===== config.mk =====
export PLATFORM = sky130hd
export DESIGN_NAME = nibble_sbox_rotate_hash32
export DESIGN_NICKNAME = d
export VERILOG_FILES = /design/src/design/nsrh_pkg.sv /design/src/design/nsrh_mix.sv /design/src/design/nsrh_perm.sv /design/src/design/nibble_sbox_rotate_hash32.sv
export SDC_FILE = /design/constraint.sdc
export NUM_CORES = 1
export LEC_CHECK = 0
export BUFFER_PORTS_ARGS = -buffer_cell sky130_fd_sc_hd__buf_4
export CORE_ASPECT_RATIO = 0.5
export CORE_MARGIN = 4
export CORE_UTILIZATION = 30
export DETAILED_ROUTE_END_ITERATION = 10
export GPL_TIMING_DRIVEN = 0
export SYNTH_ARGS = -nofsm -noshare
export SYNTH_HDL_FRONTEND = slang
export SYNTH_HIERARCHICAL = 1
export SYNTH_SLANG_ARGS = --single-unit

===== constraint.sdc =====
create_clock -name clk -period 6.1 [get_ports clk]
set_input_delay 0 -clock clk [delete_from_list [all_inputs] [get_ports clk]]
set_output_delay 0 -clock clk [all_outputs]
set_load 0.005 [all_outputs]

===== src/design/nsrh_pkg.sv =====
package nsrh_pkg;

  localparam int unsigned HashW  = 32;
  localparam int unsigned ByteW  = 8;
  localparam int unsigned NibW   = 4;
  localparam int unsigned PosW   = 4;
  localparam int unsigned Rounds = 10;
  localparam int unsigned KeyStp = 3;
  localparam int unsigned RotW   = 5;

  typedef logic [HashW-1:0] hash_t;
  typedef logic [NibW-1:0]  nib_t;
  typedef logic [PosW-1:0]  pos_t;
  typedef logic [RotW-1:0]  rot_t;

  localparam logic [PosW-1:0] PosLast = 4'hF;

  // pi digit words selected by a nibble
  function automatic hash_t pi_word(input nib_t idx);
    hash_t w;
    case (idx)
      4'h0: w = 32'h243F6A88;
      4'h1: w = 32'h85A308D3;
      4'h2: w = 32'h3198A2E0;
      4'h3: w = 32'h3707344A;
      4'h4: w = 32'h40938222;
      4'h5: w = 32'h99F31D00;
      4'h6: w = 32'h82EFA98E;
      4'h7: w = 32'hC4E6C894;
      4'h8: w = 32'h52821E63;
      4'h9: w = 32'h8D01377B;
      4'hA: w = 32'hE5466CF3;
      4'hB: w = 32'h4E90C6CC;
      4'hC: w = 32'h0AC29B7C;
      4'hD: w = 32'h97C50DD3;
      4'hE: w = 32'hF84D5B5B;
      default: w = 32'h54709179;
    endcase
    return w;
  endfunction

  // rotate left by a 5-bit amount, zero leaves the word alone
  function automatic hash_t rotl(input hash_t v, input rot_t n);
    logic [2*HashW-1:0] dbl;
    logic [2*HashW-1:0] sh;
    dbl = {v, v};
    sh  = dbl << n;
    return sh[2*HashW-1 -: HashW];
  endfunction

endpackage


===== src/design/nsrh_mix.sv =====
module nsrh_mix
  import nsrh_pkg::*;
(
  input  hash_t             state_i,
  input  logic [ByteW-1:0]  data_i,
  output hash_t             state_o
);

  hash_t hi_x;
  hash_t hi_r;
  hash_t lo_x;

  // high nibble first, each followed by a right rotate by one
  always_comb begin
    hi_x    = state_i ^ pi_word(data_i[ByteW-1 -: NibW]);
    hi_r    = {hi_x[0], hi_x[HashW-1:1]};
    lo_x    = hi_r ^ pi_word(data_i[NibW-1:0]);
    state_o = {lo_x[0], lo_x[HashW-1:1]};
  end

endmodule


===== src/design/nsrh_perm.sv =====
module nsrh_perm
  import nsrh_pkg::*;
(
  input  hash_t state_i,
  output hash_t state_o
);

  // each round's key is the low three bits of the input rotated left by 3*r;
  // the whole permutation is one rotate left by the sum of the key bits, mod 32
  logic [6:0] amt_sum;
  hash_t      key_rot;

  always_comb begin
    amt_sum = '0;
    key_rot = '0;
    for (int r = 0; r < Rounds; r++) begin
      key_rot = rotl(state_i, rot_t'(KeyStp * r));
      amt_sum = amt_sum + {4'b0, key_rot[2:0]};
    end
    state_o = rotl(state_i, amt_sum[RotW-1:0]);
  end

endmodule


===== src/design/nibble_sbox_rotate_hash32.sv =====
// channel | ports                                  | transfer when
// --------+----------------------------------------+--------------------------
// input   | in_valid in_ready in_data_byte         | in_valid && in_ready
//         | in_last_byte                           |
// result  | out_valid out_ready out_hash_value     | out_valid && out_ready
//
// one byte per cycle sustained while no last byte waits on a full result;
// a byte goes through the input register, then the nibble mix (and the
// permutation at position 15) updates the state. the hash of a message is
// presented at the edge where its last byte leaves the input register.
// reset clears state, position and all valid flags.
// a stalled result only blocks the next last byte; other bytes keep flowing.
module nibble_sbox_rotate_hash32
  import nsrh_pkg::*;
(
  input  logic              clk,
  input  logic              rst_n,
  input  logic              in_valid,
  output logic              in_ready,
  input  logic [ByteW-1:0]  in_data_byte,
  input  logic              in_last_byte,
  output logic              out_valid,
  input  logic              out_ready,
  output logic [HashW-1:0]  out_hash_value
);

  logic             s1_valid_r;
  logic [ByteW-1:0] s1_data_r;
  logic             s1_last_r;
  hash_t            state_r;
  pos_t             pos_r;
  logic             out_valid_r;
  hash_t            out_hash_r;

  logic  s1_adv;
  hash_t mixed;
  hash_t permuted;
  hash_t state_nxt;

  // stage one may move on unless it holds a last byte and the result is full and not being taken
  assign s1_adv   = s1_valid_r && (!s1_last_r || !out_valid_r || out_ready);
  assign in_ready = !s1_valid_r || s1_adv;

  nsrh_mix u_mix (
    .state_i (state_r),
    .data_i  (s1_data_r),
    .state_o (mixed)
  );

  nsrh_perm u_perm (
    .state_i (mixed),
    .state_o (permuted)
  );

  assign state_nxt = (pos_r == PosLast) ? permuted : mixed;

  // input register
  always_ff @(posedge clk) begin
    if (!rst_n) begin
      s1_valid_r <= 1'b0;
    end else if (in_ready) begin
      s1_valid_r <= in_valid;
    end
    if (in_valid && in_ready) begin
      s1_data_r <= in_data_byte;
      s1_last_r <= in_last_byte;
    end
  end

  // running hash state and byte position
  always_ff @(posedge clk) begin
    if (!rst_n) begin
      state_r <= '0;
      pos_r   <= '0;
    end else if (s1_adv) begin
      if (s1_last_r) begin
        state_r <= '0;
        pos_r   <= '0;
      end else begin
        state_r <= state_nxt;
        pos_r   <= pos_r + pos_t'(1);
      end
    end
  end

  // result register
  always_ff @(posedge clk) begin
    if (!rst_n) begin
      out_valid_r <= 1'b0;
    end else if (s1_adv && s1_last_r) begin
      out_valid_r <= 1'b1;
    end else if (out_ready) begin
      out_valid_r <= 1'b0;
    end
    if (s1_adv && s1_last_r) begin
      out_hash_r <= state_nxt;
    end
  end

  assign out_valid      = out_valid_r;
  assign out_hash_value = out_hash_r;

endmodule

==> results of run 1 <==
==> area by class of cell <==
cell class / count / area [µm²] / area share
tap: 382 / 478 / 0.0408
multi-input combinational: 625 / 6850 / 0.584
antenna: 3 / 7.51 / 0.000641
buffer: 69 / 642 / 0.0548
inverter: 60 / 235 / 0.0201
clock inverter: 5 / 108 / 0.00919
timing repair buffer: 141 / 1170 / 0.100
clock buffer: 11 / 233 / 0.0199
sequential: 79 / 1990 / 0.170
==> sequential cells by signal (all words and copies together), names as in the netlist <==
signal and cells:
out_valid 1, pos_r 4, s1_valid_r 1, out_hash_value 32, s1_data_r 8, s1_last_r 1
state_r 32
==> synthesized netlist by cell type, types with 3 or more instances <==
library cell / instances / area (µm²)
a211oi_1: 23 / 173
a21boi_0: 3 / 22.5
a21oi_1: 41 / 205
a22oi_1: 21 / 158
a31oi_1: 8 / 50.1
a32o_1: 32 / 320
and2_1: 3 / 18.8
and3_1: 3 / 18.8
buf_2: 22 / 110
buf_4: 9 / 67.6
buf_6: 21 / 236
clkbuf_1: 15 / 56.3
dfxtp_1: 38 / 761
edfxtp_1: 41 / 1230
fa_1: 21 / 420
ha_1: 26 / 325
inv_1: 54 / 203
inv_2: 4 / 15.0
mux2_2: 4 / 45.0
mux2_4: 31 / 465
mux2i_1: 32 / 320
mux4_1: 13 / 342
mux4_2: 32 / 721
nand2_1: 64 / 240
nand2b_1: 7 / 43.8
nand3_1: 4 / 20.0
nand3b_1: 3 / 22.5
nand4_1: 4 / 25.0
nor2_1: 32 / 120
nor2b_1: 13 / 81.3
nor3_1: 15 / 75.1
nor3b_1: 4 / 30.0
nor4_2: 3 / 37.5
o211ai_1: 4 / 30.0
o21a_1: 3 / 22.5
o21ai_0: 44 / 220
o21ai_1: 16 / 80.1
o22ai_1: 4 / 25.0
o31ai_1: 5 / 37.5
xnor2_1: 45 / 394
xor2_1: 18 / 158
==> stage by stage <==
stage,instances,setup slack (ps)
detailed placement,1265,-1430
global route,1374,-653
finish,1375,-494
floorplan,837,-14.9
CTS,1343,-427
global placement,1265,-1390
==> path summary, 6_finish.rpt <==
| path | start | end | slack (ps) | cells past startpoint |
|---|---|---|---|---|
| max reg2reg | s1_data_r[4] | state_r[25] | -490 | 24 |
| min reg2reg | state_r[24] | state_r[24] | 500 | 1 |
| max | s1_data_r[4] | state_r[25] | -490 | 24 |
| min | out_ready | out_valid | 40 | 4 |
==> worst reg2reg max path: stages, from the launching register on <==
cell and delay [ps]:
edfxtp_1 430, buf_6 160, buf_4 180, ha_4 190
mux4_2 530, xnor2_4 200, xnor2_4 290, fa_2 500
fa_2 580, xor2_2 160, ha_1 280, xor2_1 160
ha_2 230, fa_2 610, buf_6 150, buf_8 140
buf_6 130, buf_6 90, mux4_2 360, mux2i_1 160
a21oi_1 80, a21oi_2 180, mux2i_2 140, mux2_4 330
a32o_1 240
==> logic make-up after synthesis <==
family                   after synthesis  share of synthesized area
AO/OA/AOI/OAI                        225                      0.182
AND/OR/NAND/NOR                      171                      0.102
buffers and inverters                133                     0.0914
multiplexers                         115                      0.227
flip-flops                            79                      0.233
XOR/XNOR                              67                     0.0764
adder cells (fa/ha/maj)               47                     0.0874
==> per-layer routing <==
layer  GRT usage  vias to the layer above  share of wire
li1            -                     3413              -
met1       0.259                     3823           0.40
met2       0.313                      401           0.46
met3      0.0619                       75           0.11
met4      0.0630                        6          0.029
met5           0                        -         0.0013
==> repair_timing <==
action | in CTS | in global routing
gates resized for setup | 203 | 104
endpoints found under the setup margin | 64 | 64
setup buffers | 53 | 31
cloned | 2 | 0
hold buffers | 10 | 0
pin swaps | 51 | 45
endpoints found under the hold margin | 10 | 0
==> impl_metrics.toml, run 1 <==
[status]
status = "finished with violations"
violations = "negative setup slack"

[logic_synthesis]
syn-cell-area_um2 = 8530
synthFlopType = "edfxtp_1"
postSynth.asyncResetShare = 0
syn_inst = 837
ys_ff_latch = 79
yosys.cell_types.count = 79
synth-edff-count = 41
syn_area_per_cell_um2 = 10.2
synthesis.nets = 897
ys_warn_count = 6
synth-seq-area-share = 0.233

[layout]
finish.utilization = 0.420
postLayoutCellArea_um2 = 11700
area_growth_pct = 37.3
final_nets = 1045
most-common-layout-cells = "buf_4 (125), inv_1 (45), buf_6 (41), edfxtp_1 (41), mux4_2 (41)"
nFillCells = 2640
drive_gt1_frac = 0.510
final_common_cell = "buf_4"

[timing]
worst_hold_slack_ps = 35.5
period_share = 1.08
fmax_mhz = 152
period_needed_ps = 6590
setup_viol = 64
clock_skew_ps = 12.1
worst_pin_slew_ps = 1270
fin_setup_tns_ps = -22930
drv_slew = 0
timing.slew.headroom = 0.150
hold_violations = 0
grt_setup_unrepaired = "yes"
setup_slack_ps = -494

[place]
dpl.hpwl_um = 23000
io_buffers = 46
gp_congestion = 0.987
place_area_um2 = 9460

[setup_path]
critPathCaptureType = "flip-flop"
path_delay_family = "adder cells"
path_buf_inv = 6
cp_max_fo = 8
worstSetupStartpointType = "flip-flop"
crit_type = "reg2reg"
slowest_stage = "fa_2"
crit_arrival_ps = 6830
crit_chain = "buf_6, buf_4, ha_4, mux4_2, xnor2_4, xnor2_4, fa_2, fa_2, xor2_2, ha_1, xor2_1, ha_2, fa_2, buf_6, buf_8, buf_6, buf_6, mux4_2, mux2i_1, a21oi_1, a21oi_2, mux2i_2, mux2_4, a32o_1"
cp.required_ps = 6340
cp_common_cell = "buf_6"
cp_slowest_stage_delay_ps = 610

[grt]
grtUsageTotal = 0.198
grt_pass1_vias = 7506
antenna_found_initial = 6
overflow = 0
grt_first_pass_wirelength_um = 47000
grt_max_degree = 33

[die]
die_width_um = 246
die_h_um = 127
core_area_um2 = 27900
die_area_um2 = 31400
ioPinCount = 47
start_util = 0.306
row_count = 43

[route]
drtIter0Drc = 1083
routed_wl_um = 31700
antenna_left = 0
drt-pass1-iter-count = 5
wl_per_cell_um = 23.0
vias = 7718
post-route-drc-count = 0
viasPerCell = 5.61

[clock_tree]
ctsLongestPathBuffers = 2
clock_sinks = 79
cts_tree = "done"
clk_transition_reported_paths_ps = 70
cts-root-buf = "clkbuf_16"
numCtsBuffers = 9
clk-insertion-delay-late_ps = 350
cts_max_level = 3

[worst_hold_path]
hold_class = "in2reg"

[run]
max_cap_viol_count = 0
Power of run 1 is not shown: default switching activity piles up to over one toggle a cycle in this logic, so the estimate is an artifact.
==> run 2, diff against run 1 <==
--- a/config.mk
+++ b/config.mk
@@ -6,6 +6,7 @@
 export NUM_CORES = 1
 export LEC_CHECK = 0
 export BUFFER_PORTS_ARGS = -buffer_cell sky130_fd_sc_hd__buf_4
+export CAP_MARGIN = 20
 export CORE_ASPECT_RATIO = 0.5
 export CORE_MARGIN = 4
 export CORE_UTILIZATION = 30
==> constraint.sdc (replaced) <==
create_clock -name clk -period 8.5 [get_ports clk]
set_input_delay 0 -clock clk [delete_from_list [all_inputs] [get_ports clk]]
set_output_delay 0 -clock clk [all_outputs]
set_load 0.005 [all_outputs]
==> impl_metrics.toml, run 2 (synthesis results as in run 1) <==
[route]
vias = 7288
drtIter0Drc = 813
antenna_left = 0
viasPerCell = 5.64
drt-pass1-iter-count = 5
routed_wl_um = 30400
post-route-drc-count = 0
wl_per_cell_um = 23.5

[setup_path]
cp_common_cell = "fa_1"
cp_max_fo = 11
crit_path_start = "s1_data_r[4]"
slowest_stage = "xnor2_1"
crit_arrival_ps = 8290
cp.required_ps = 8800
timing.rr.start = "s1_data_r[4]"
worstSetupStartpointType = "flip-flop"
crit_chain = "inv_2, ha_1, clkbuf_1, mux4_2, xor2_1, xnor2_1, fa_1, inv_1, fa_1, fa_1, fa_1, inv_1, fa_1, buf_6, buf_4, clkbuf_4, mux4_2, nand2_1, a211oi_1, nor2_1, o21ai_0, mux2_4, a32o_1"
cp_slowest_stage_delay_ps = 840
critPathCaptureType = "flip-flop"
crit_type = "reg2reg"

[die]
start_util = 0.306
row_count = 43
die_area_um2 = 31400
ioPinCount = 47
die_width_um = 246
core_area_um2 = 27900
die_h_um = 127

[layout]
final_nets = 966
most-common-layout-cells = "nand2_1 (64), buf_4 (57), inv_1 (54)"
area_growth_pct = 14.7
final_common_cell = "nand2_1"
drive_gt1_frac = 0.238
antenna_cells = 0

[grt]
overflow = 0
antenna_found_initial = 0
grt_first_pass_wirelength_um = 44900
grt_pass1_vias = 7067
grtUsageTotal = 0.190
grt_max_degree = 33

[place]
dp_slack_ps = 777
dpl.hpwl_um = 24000
gp_congestion = 1.02
io_buffers = 46

[clock_tree]
ctsResizeCount = 0
numCtsBuffers = 9
cts_setup_buffers = 0
clk_transition_reported_paths_ps = 70
clk-insertion-delay-late_ps = 350
cts_tree = "done"
cts_max_level = 3
cts-root-buf = "clkbuf_16"
clock_sinks = 79
ctsLongestPathBuffers = 2

[timing]
worst_pin_slew_ps = 1070
setup_viol = 0
drv_slew = 0
period_share = 0.940
fin_setup_tns_ps = 0
hold_violations = 0
grt_setup_unrepaired = "no"
timing.slew.headroom = 0.283
setup_slack_ps = 513
period_needed_ps = 7990
clock_skew_ps = 7.33
fmax_mhz = 125

[run]
max_cap_viol_count = 0

[worst_hold_path]
hold_class = "in2reg"
hold_start = "out_ready"

[status]
status = "completed"
-- run 2: cell count changes in the layout (fill, tap and decap cells not counted), sizes merged --
cell,change
buf,-84
inv,+4
clkbuf,+3
diode,-3
bufinv,-2
clkinv,-1
clkinvlp,+1
-- run 2: critical path, delay by kind of cell (launching register included) --
| kind | cells | cell delay [ps] |
|---|---|---|
| adders and majority gates | 6 | 2690 |
| xor gates and xnor gates | 2 | 1020 |
| and+or+nand+nor | 2 | 160 |
| AOI/OAI and AO/OA | 3 | 1090 |
| muxes | 3 | 1150 |
| buffers and inverters | 7 | 1180 |
| DFF | 1 | 640 |
-- run 2: what timing repair did --
action | 4_1_cts | 5_1_grt
setup endpoints to repair | 0 | 0
endpoints found under the hold margin | 10 | 0
hold buffers | 10 | 0
-- run 2: area by class of cell --
cell class	instances	area (µm²)
Fill cell	2876	18100
Buffer	73	549
Inverter	60	230
Timing Repair Buffer	58	460
Tap cell	382	478
Multi-Input combinational cell	625	5770
Clock buffer	9	225
Clock inverter	7	86.3
Sequential cell	79	1990
-- run 2: path summary, 6_finish.rpt --
path                                    end  slack [ps]  depth (start not counted)
worst min-delay path              out_valid          40                          4
worst max-delay path            state_r[14]         510                         23
worst min register to register  state_r[21]         490                          1
worst max register to register  state_r[14]         510                         23
-- run 2: per-layer routing --
layer	wire [µm]	track usage	vias to the layer above
met2	13600	0.300	375
met3	2990	0.0562	38
met5	0	0	-
li1	-	-	3256
met4	574	0.0467	0
met1	13300	0.259	3619
-- run 2: metrics by stage --
step	instances	util	cell area (µm²)	hold slack, ps
3_5_place_dp	1266	0.336	9370	179
3_3_place_gp	1265	0.336	9360	179
6_report	1293	0.351	9790	35.4
4_1_cts	1292	0.351	9780	29.3
5_1_grt	1293	0.351	9790	81.4
2_1_floorplan	837	-	8530	98.9
Power of run 2 is left out for the same reason.
